## src/rtl/assert_macros.svh

```systemverilog
// ----------------------------------------------------------------------------
// Assertion macros
// Clocked concurrent assertion wrappers, disabled while rst_n is low.
// ----------------------------------------------------------------------------
`ifndef ASSERT_MACROS_SVH
`define ASSERT_MACROS_SVH
`ifndef ASSERT_OFF
`define FUST_ASSERT(name, prop, msg) \
  name: assert property (@(posedge clk) disable iff (!rst_n) (prop)) else $error(msg);
`define FUST_ASSERT_IMPL(name, ante, cons, msg) \
  name: assert property (@(posedge clk) disable iff (!rst_n) (ante) |-> (cons)) else $error(msg);
`else
`define FUST_ASSERT(name, prop, msg)
`define FUST_ASSERT_IMPL(name, ante, cons, msg)
`endif
`endif

```

## src/rtl/fust_pkg.sv

```systemverilog
// ----------------------------------------------------------------------------
// fust_pkg
// Shared types, codes and helpers of the unique set table.
// ----------------------------------------------------------------------------
package fust_pkg;

  localparam int CAPACITY_DEF   = 64;
  localparam int VALUE_W        = 32;
  localparam int MEMBER_COUNT_W = 7;

  localparam logic [1:0] OP_ADD    = 2'd0;
  localparam logic [1:0] OP_REMOVE = 2'd1;

  localparam logic [2:0] ST_ADDED     = 3'd0;
  localparam logic [2:0] ST_DUPLICATE = 3'd1;
  localparam logic [2:0] ST_DIV3      = 3'd2;
  localparam logic [2:0] ST_FULL      = 3'd3;
  localparam logic [2:0] ST_REMOVED   = 3'd4;
  localparam logic [2:0] ST_NOT_FOUND = 3'd5;
  localparam logic [2:0] ST_QUERIED   = 3'd6;

  typedef enum logic [1:0] {
    FSM_IDLE,
    FSM_SEARCH,
    FSM_COMMIT
  } state_t;

  // search token handed from cell to cell
  typedef struct packed {
    logic tok;
    logic hit;
    logic free;
  } link_t;

  // commit broadcast to all cells
  typedef struct packed {
    logic add_en;
    logic rm_en;
  } cmt_t;

  // signed divisibility by three: 4 = 1 (mod 3), and the sign weight -2^31 = 1 (mod 3)
  function automatic logic div_by_three(input logic [VALUE_W-1:0] v);
    logic [5:0] s;
    logic [3:0] a;
    logic [2:0] b;
    s = 6'($countones(v & 32'h5555_5555))
      + {5'($countones(v & 32'hAAAA_AAAA)), 1'b0}
      + {4'd0, v[31], 1'b0};
    a = 4'(s[5:4]) + 4'(s[3:2]) + 4'(s[1:0]);
    b = 3'(a[3:2]) + 3'(a[1:0]);
    return (b == 3'd0) || (b == 3'd3);
  endfunction

endpackage

```

## src/rtl/fust_ifs.sv

```systemverilog
// ----------------------------------------------------------------------------
// fust request and response channels
// Valid/ready channels carrying one request or one response.
// ----------------------------------------------------------------------------
interface fust_req_if;
  logic               valid;
  logic               ready;
  logic [1:0]         opcode;
  logic signed [31:0] value;
  modport source (output valid, output opcode, output value, input ready);
  modport sink (input valid, input opcode, input value, output ready);
endinterface

interface fust_rsp_if;
  logic       valid;
  logic       ready;
  logic [2:0] status;
  logic       was_member;
  logic [6:0] member_count;
  modport source (output valid, output status, output was_member, output member_count,
                  input ready);
  modport sink (input valid, input status, input was_member, input member_count,
                output ready);
endinterface

```

## src/rtl/fust_cell.sv

```systemverilog
// ----------------------------------------------------------------------------
// fust_cell
// One slot of the set: holds a value and its valid bit, checks the search
// token as it passes and applies the commit broadcast.
// ----------------------------------------------------------------------------
module fust_cell (
  input  logic               clk,
  input  logic               rst_n,
  input  logic signed [31:0] key,
  input  fust_pkg::link_t    link_in,
  output fust_pkg::link_t    link_out,
  input  fust_pkg::cmt_t     cmt
);
  import fust_pkg::*;

  logic               valid_r;
  logic signed [31:0] value_r;
  logic               hit_mark_r;
  logic               free_mark_r;
  link_t              link_r;
  logic               match;

  assign match    = valid_r && (value_r == key);
  assign link_out = link_r;

  always_ff @(posedge clk) begin
    if (!rst_n) begin
      valid_r     <= 1'b0;
      hit_mark_r  <= 1'b0;
      free_mark_r <= 1'b0;
      link_r      <= '0;
    end else begin
      link_r.tok  <= link_in.tok;
      link_r.hit  <= link_in.hit | match;
      link_r.free <= link_in.free | !valid_r;
      if (link_in.tok) begin
        hit_mark_r  <= match;
        free_mark_r <= !valid_r && !link_in.free;
      end
      if (cmt.add_en && free_mark_r) begin
        valid_r <= 1'b1;
      end else if (cmt.rm_en && hit_mark_r) begin
        valid_r <= 1'b0;
      end
    end
  end

  always_ff @(posedge clk) begin
    if (cmt.add_en && free_mark_r) begin
      value_r <= key;
    end
  end

endmodule

```

## src/rtl/fust_ctrl.sv

```systemverilog
// ----------------------------------------------------------------------------
// fust_ctrl
// Sequencer: takes a request, sends the search token down the cell chain,
// decides the status at the tail and commits the update and the response.
// ----------------------------------------------------------------------------
`include "assert_macros.svh"

module fust_ctrl #(
  parameter int CAPACITY = fust_pkg::CAPACITY_DEF
) (
  input  logic               clk,
  input  logic               rst_n,
  fust_req_if.sink           req,
  fust_rsp_if.source         rsp,
  output logic signed [31:0] key,
  output fust_pkg::link_t    head,
  input  fust_pkg::link_t    tail,
  output fust_pkg::cmt_t     cmt
);
  import fust_pkg::*;

  localparam int CNT_W = $clog2(CAPACITY + 1);

  state_t             state_r, state_nxt;
  logic               start_r;
  logic [1:0]         op_r;
  logic signed [31:0] key_r;
  logic               div3_r;
  logic               hit_r;
  logic               free_r;
  logic [CNT_W-1:0]   count_r, count_nxt;
  logic               out_valid_r, out_valid_nxt;
  logic [2:0]         out_status_r;
  logic               out_member_r;
  logic               accept;
  logic               commit_go;
  logic [2:0]         status;

  assign accept = req.valid && req.ready;
  assign key    = key_r;
  assign head   = '{tok: start_r, hit: 1'b0, free: 1'b0};

  always_comb begin
    priority if (op_r == OP_ADD) begin
      if (div3_r)      status = ST_DIV3;
      else if (hit_r)  status = ST_DUPLICATE;
      else if (!free_r) status = ST_FULL;
      else             status = ST_ADDED;
    end else if (op_r == OP_REMOVE) begin
      status = hit_r ? ST_REMOVED : ST_NOT_FOUND;
    end else begin
      status = ST_QUERIED;
    end
  end

  always_comb begin
    state_nxt = state_r;
    unique case (state_r)
      FSM_IDLE:   if (accept) state_nxt = FSM_SEARCH;
      FSM_SEARCH: if (tail.tok) state_nxt = FSM_COMMIT;
      FSM_COMMIT: if (!out_valid_r || rsp.ready) state_nxt = FSM_IDLE;
      default:    state_nxt = FSM_IDLE;
    endcase
  end

  always_comb begin
    req.ready  = (state_r == FSM_IDLE);
    commit_go  = (state_r == FSM_COMMIT) && (!out_valid_r || rsp.ready);
    cmt.add_en = commit_go && (status == ST_ADDED);
    cmt.rm_en  = commit_go && (status == ST_REMOVED);
    count_nxt  = count_r;
    if (cmt.add_en) count_nxt = count_r + CNT_W'(1);
    else if (cmt.rm_en) count_nxt = count_r - CNT_W'(1);
    if (commit_go) out_valid_nxt = 1'b1;
    else if (rsp.ready) out_valid_nxt = 1'b0;
    else out_valid_nxt = out_valid_r;
  end

  always_ff @(posedge clk) begin
    if (!rst_n) begin
      state_r     <= FSM_IDLE;
      start_r     <= 1'b0;
      count_r     <= '0;
      out_valid_r <= 1'b0;
    end else begin
      state_r     <= state_nxt;
      start_r     <= accept;
      count_r     <= count_nxt;
      out_valid_r <= out_valid_nxt;
    end
  end

  always_ff @(posedge clk) begin
    if (accept) begin
      op_r   <= req.opcode;
      key_r  <= req.value;
      div3_r <= div_by_three(req.value);
    end
    if ((state_r == FSM_SEARCH) && tail.tok) begin
      hit_r  <= tail.hit;
      free_r <= tail.free;
    end
    if (commit_go) begin
      out_status_r <= status;
      out_member_r <= hit_r;
    end
  end

  assign rsp.valid        = out_valid_r;
  assign rsp.status       = out_status_r;
  assign rsp.was_member   = out_member_r;
  assign rsp.member_count = MEMBER_COUNT_W'(count_r);

  `FUST_ASSERT(a_count_bound, count_r <= CAPACITY, "held count above capacity")
  `FUST_ASSERT_IMPL(a_tail_in_search, tail.tok, state_r == FSM_SEARCH,
                    "search token left the chain outside a search")
  `FUST_ASSERT_IMPL(a_accept_starts, accept, ##1 (start_r && state_r == FSM_SEARCH),
                    "accepted request did not start a search")
  `FUST_ASSERT_IMPL(a_add_legal, cmt.add_en, free_r && !hit_r && !div3_r,
                    "add committed without a free slot or with a match")
  `FUST_ASSERT_IMPL(a_rm_legal, cmt.rm_en, hit_r && (count_r != '0),
                    "remove committed without a matching slot")

endmodule

```

## src/rtl/filtered_unique_set_table.sv

```systemverilog
// ----------------------------------------------------------------------------
// filtered_unique_set_table
// Set of distinct signed 32-bit values kept in a chain of slot cells.
// ----------------------------------------------------------------------------
// Channels: in_if carries one request (opcode add, remove or query, and a
// value); out_if returns one response per request with a status, whether the
// value was held before, and the count of values held afterwards.
// A request is taken only while the block is idle. A search token then walks
// the chain one cell per cycle; when it leaves the tail the status is decided,
// the update is committed and the response is loaded into the output register,
// and only then does the block return to idle, so the next request is not
// taken before the response to the previous one has been loaded.
// Adds refused for divisibility by three, duplicates or a full set, and
// removes of absent values, change nothing.
// Reset (rst_n low, synchronous) empties the set and clears the count; slot
// values are written only on add.
// If the receiver stalls, the response holds in the output register and the
// block waits after the search, before committing the next update.
// ----------------------------------------------------------------------------
module filtered_unique_set_table #(
  parameter int CAPACITY = fust_pkg::CAPACITY_DEF
) (
  input logic        clk,
  input logic        rst_n,
  fust_req_if.sink   in_if,
  fust_rsp_if.source out_if
);
  import fust_pkg::*;

  logic signed [31:0] key;
  cmt_t               cmt;
  link_t              chain [CAPACITY+1];

  fust_ctrl #(.CAPACITY(CAPACITY)) u_ctrl (
    .clk   (clk),
    .rst_n (rst_n),
    .req   (in_if),
    .rsp   (out_if),
    .key   (key),
    .head  (chain[0]),
    .tail  (chain[CAPACITY]),
    .cmt   (cmt)
  );

  for (genvar i = 0; i < CAPACITY; i++) begin : g_cell
    fust_cell u_cell (
      .clk      (clk),
      .rst_n    (rst_n),
      .key      (key),
      .link_in  (chain[i]),
      .link_out (chain[i+1]),
      .cmt      (cmt)
    );
  end

endmodule
```

## src/flat_wrapper.sv

```systemverilog
// flat-port wrapper written by rule: the top's interface ports become plain ports
module filtered_unique_set_table_flat import fust_pkg::*;
#(
  parameter int CAPACITY = fust_pkg::CAPACITY_DEF
)
  (clk, rst_n, in_if_valid, in_if_opcode, in_if_value, in_if_ready, out_if_valid, out_if_status, out_if_was_member, out_if_member_count, out_if_ready);
  fust_req_if in_if_i ();
  fust_rsp_if out_if_i ();
  input logic clk;
  input logic rst_n;
  input wire logic [$bits(in_if_i.valid)-1:0] in_if_valid;
  input wire logic [$bits(in_if_i.opcode)-1:0] in_if_opcode;
  input wire logic [$bits(in_if_i.value)-1:0] in_if_value;
  output wire logic [$bits(in_if_i.ready)-1:0] in_if_ready;
  output wire logic [$bits(out_if_i.valid)-1:0] out_if_valid;
  output wire logic [$bits(out_if_i.status)-1:0] out_if_status;
  output wire logic [$bits(out_if_i.was_member)-1:0] out_if_was_member;
  output wire logic [$bits(out_if_i.member_count)-1:0] out_if_member_count;
  input wire logic [$bits(out_if_i.ready)-1:0] out_if_ready;
  assign in_if_i.valid = in_if_valid;
  assign in_if_i.opcode = in_if_opcode;
  assign in_if_i.value = in_if_value;
  assign in_if_ready = in_if_i.ready;
  assign out_if_valid = out_if_i.valid;
  assign out_if_status = out_if_i.status;
  assign out_if_was_member = out_if_i.was_member;
  assign out_if_member_count = out_if_i.member_count;
  assign out_if_i.ready = out_if_ready;
  filtered_unique_set_table #(.CAPACITY(CAPACITY)) u_core (.clk(clk), .rst_n(rst_n), .in_if(in_if_i), .out_if(out_if_i));
endmodule
```

## config.mk

```make
export PLATFORM = sky130hd
export DESIGN_NAME = filtered_unique_set_table_flat
export DESIGN_NICKNAME = d
export VERILOG_FILES = /design/src/rtl/fust_pkg.sv /design/src/rtl/fust_ifs.sv /design/src/rtl/fust_cell.sv /design/src/rtl/fust_ctrl.sv /design/src/rtl/filtered_unique_set_table.sv /design/src/flat_wrapper.sv
export VERILOG_INCLUDE_DIRS = /design/src /design/src/rtl
export SDC_FILE = /design/constraint.sdc
export NUM_CORES = 2
export LEC_CHECK = 0
export ABC_AREA = 1
export CAP_MARGIN = 20
export CORE_MARGIN = 4
export CORE_UTILIZATION = 51
export DETAILED_ROUTE_END_ITERATION = 7
export DONT_BUFFER_PORTS = 1
export PLACE_DENSITY_LB_ADDON = 0.12
export SLEW_MARGIN = 15
export SYNTH_ARGS = -nofsm -noshare
export SYNTH_HDL_FRONTEND = slang
export SYNTH_SLANG_ARGS = --single-unit
```

## constraint.sdc

```tcl
create_clock -name clk -period 21.1 [get_ports clk]
set_input_delay 4.22 -clock clk [delete_from_list [all_inputs] [get_ports clk]]
set_output_delay 4.22 -clock clk [all_outputs]
set_load 0.05 [all_outputs]
```

==> results by group <==
Floorplan
  • DIE HEIGHT: approximately 470 µm
  • Die area: 221,000 µm²
  • Initial Util: 0.512
  • Core footprint: ~210,000 µm²
  • Row cnt: ~170
  • Num ports: 51
  • Die width: 470 µm

Timing
  • Setup TNS Final: 0 ps
  • Clock skew: just over 50 ps
  • RSZ-0062 raised after global routing: false
  • Fmax: around 0.096 GHz
  • Final worst-path cycle share: 0.496
  • Max-slew headroom: 0.200
  • Final worst slack: 10,630 ps
  • Hold Violations, Final: 0
  • Slew of the pin with the lowest slew margin: 1200 ps
  • Final min period: 10,470 ps
  • Final Setup Violations: 0
  • Slew Limit Fails: 0
  • Fin Hold WS: between 400 and 500 ps

Setup path
  • Crit. End Element: flop
  • CP most frequent cell: fa_1
  • WP data arrival: between 10,000 and 15,000 ps
  • Register-to-register setup slack: approximately 17,000 ps
  • Worst-path maximum fanout: 2
  • RR Startpoint: u_core.u_ctrl.key[28]
  • Crit-path leading delay family: adder cells
  • Crit-path max cell delay: 610 ps
  • Worst Path Required: 21,770 ps
  • Critical-path top delay cell: fa_1
  • R2r worst-path depth: 10
  • Worst Path Class, Setup: in -> reg
  • Worst r2r dst: u_core.g_cell[21].u_cell.link_out[1]
  • Buf/Inv on CP: 6
  • Critical Path Source Type: input pin

Synthesis
  • Synth top area cells: edfxtp_1 58%, nand2_1 10%, dfxtp_1 7.3%
  • Share of flip-flops with an asynchronous set or reset: 0
  • Synth warn: 0
  • Top cell type's share of synthesized area: 0.577
  • Main combinational cell family by area after synthesis: simple AND/OR/NAND/NOR gates
  • Post-synthesis mux area share: 0
  • Syn avg cell area: approximately 10 µm²
  • Sequential fraction of the synthesis area: 0.650
  • Seq cells post-synth: between 2,000 and 2,500
  • Post-Synth XOR/XNOR Area: 0.0666
  • Synth Area in Compound Gates: 0.0499
  • Synthesized Nets: about 11,000
  • Synth area leader: edfxtp_1
  • Number of flops mapped to enable cells by yosys: 2,089
  • Mapped cell area: 109,000 µm²
  • Simple-Gate Fraction of Synth Area: 0.158
  • Post-synth cell types: 32
  • Post-synthesis adder-cell area fraction: 0.00760
  • Syn Inst Count: 10,653
  • Post-synth top flop: edfxtp_1

Global routing
  • Number of global-route vias before repair: 69,953
  • First-pass GRT wire length: 466,000 µm
  • Initial antenna violation count: 14
  • GR Overflow Total: 0
  • Gr usage total: 0.286
  • Largest net degree at the start of global routing: 200

Clocking
  • Largest buffer count on any clock path: 4
  • Post_cts resized: 0
  • CTS tree: yes
  • Cts bufs inserted: 280
  • Post-CTS Setup Bufs: 0
  • Count of hold-fix buffers inserted at cts: 0
  • H-Tree Depth: 5
  • Clock sink count: approximately 2,500
  • Clk slew on worst S/H paths: 60 ps
  • Clk root buf: clkbuf_16
  • Latest clock arrival within the worst-skew pair: 910 ps

Drt
  • DR WL/cell: 23.4 µm
  • DRC viols: 0
  • Final wirelength: between 300,000 and 400,000 µm
  • Vias per cell: between 5 and 6
  • Routed Antenna Nets: 0
  • Vias: 74,291
  • Drt first pass iters: 5
  • Iteration-0 DRC Markers: 8,149

Power and ir drop
  • Pwr Density: around 93 nW/µm²
  • Static leakage: 47.7 nW
  • Peak supply drop: 0.211 mV

Place
  • DP Worst Slack: about 9700 ps
  • GPL Wtd Cong: 0.826
  • I/O Buffers: 0
  • DP Wirelength: 169,000 µm

Hold path
  • Worst hold-check path type: reg -> reg
  • Worst hold stages: 0
  • HP Start: u_core.g_cell[63].u_cell.link_out[0]
  • Hold path endpoint: u_core.u_ctrl.free_r

Job
  • MaxCap Viol Count: 0

Layout
  • Sequential cell area: 70,600 µm²
  • Multi-input logic area: a little over 30,000 µm²
  • # fillers: approximately 18,000
  • Layout cells sized above 1: 0.0562
  • Synth-to-layout area growth: 11.6%
  • Nets: 10,803

Run status
  • Status: complete, no violations
==> cells by family after synthesis <==
group | count (synthesis)
buf+inv | 1879
xor+xnor | 826
flops | 2484
fa+ha+maj | 51
simple gates | 4344
compound gates | 1069
==> through the flow <==
step / utilization / area [µm²] / cells / total power [W]
2_1_floorplan: - / 109000 / 10653 / 0.00634
5_1_grt: 0.572 / 121000 / 13739 / 0.0117
4_1_cts: 0.571 / 121000 / 13735 / 0.0113
3_3_place_gp: 0.527 / 112000 / 13213 / 0.00682
6_report: 0.572 / 121000 / 13741 / 0.0113
3_5_place_dp: 0.531 / 113000 / 13251 / 0.00676
==> where the power goes <==
| group | leakage (nW) | switching (W) | internal [W] | total (W) |
|---|---|---|---|---|
| clock network | 4.16 | 0.00190 | 0.00270 | 0.00460 |
| registers | 22.0 | 0.0000160 | 0.00537 | 0.00538 |
| logic | 21.6 | 0.000847 | 0.000434 | 0.00128 |
==> layout by cell type, fill, tap and decap left out, types with 26 or more instances in the layout <==
master     synthesis  final
clkbuf_16          0    287
clkbuf_8           0     34
clkinv_1           3     38
o22ai_1           46     46
xor2_1           216    216
nand2_1         2996   2996
inv_1           1455   1448
a21oi_1          395    395
nand3_1          241    241
buf_16             0     35
clkbuf_1         179     91
xnor2_1          610    610
dfxtp_1          395    395
clkinv_2           0     27
or2_2             46     45
buf_4             16    125
ha_1              26     26
o21ai_0          597    597
nand4_1          146    146
nor2_1           891    891
edfxtp_1        2089   2089
==> registers in the layout, summed over array words and instances (netlist names), 2 cells and up <==
| signal | cells |
|---|---|
| u_core.g_cell.u_cell.link_out | 192 |
| u_core.g_cell.u_cell.free_mark_r | 64 |
| u_core.u_ctrl.rsp.status | 3 |
| u_core.u_ctrl.op_r | 2 |
| u_core.u_ctrl.rsp.member_count | 7 |
| u_core.g_cell.u_cell.value_r | 2048 |
| u_core.u_ctrl.state_r | 2 |
| u_core.g_cell.u_cell.valid_r | 64 |
| u_core.u_ctrl.key | 32 |
| u_core.g_cell.u_cell.hit_mark_r | 64 |
==> area by class of cell <==
class	instances	area share
clock buffer	412	0.0659
antenna	4	0.0000825
sequential	2484	0.583
clock inverter	72	0.00436
multi-input combinational	6290	0.253
timing repair buffer	182	0.0191
inverter	1476	0.0462
tap	2821	0.0291
==> layer usage <==
| metal | vias up | wire (µm) | GRT usage |
|---|---|---|---|
| met5 | - | 12 | 0 |
| met4 | 2 | 12000 | 0.100 |
| met3 | 604 | 24600 | 0.0382 |
| met2 | 3006 | 151000 | 0.471 |
| met1 | 36261 | 134000 | 0.393 |
| li1 | 34418 | - | - |
==> synth_stat cells (2+ instances only) <==
cell,number
buf_2,189
o21ai_0,597
nand3_1,241
o22ai_1,46
nor3b_1,7
nor2_1,891
buf_6,6
a21o_1,2
xnor2_1,610
inv_2,18
ha_1,26
nand3b_1,2
dfxtp_1,395
clkbuf_1,179
buf_4,16
inv_1,1455
nor3_1,14
o21ai_1,24
or2_2,46
buf_1,12
o2111ai_1,2
xor2_1,216
a31oi_1,2
clkinv_1,3
fa_1,25
nand4_1,146
a21oi_1,395
nand2_1,2996
edfxtp_1,2089
==> worst max-delay path by stage <==
stage          cells past startpoint      startpoint                    to  slack, ps
2_1_floorplan                     28  in_if_value[1]  u_core.u_ctrl.div3_r      10030
3_3_place_gp                      28  in_if_value[1]  u_core.u_ctrl.div3_r       9440
3_5_place_dp                      28  in_if_value[1]  u_core.u_ctrl.div3_r       9690
4_1_cts                           28  in_if_value[1]  u_core.u_ctrl.div3_r      10680
5_1_grt                           28  in_if_value[1]  u_core.u_ctrl.div3_r      10430
6_report                          28  in_if_value[1]  u_core.u_ctrl.div3_r      10630
Power figures use the tool's default switching activity.
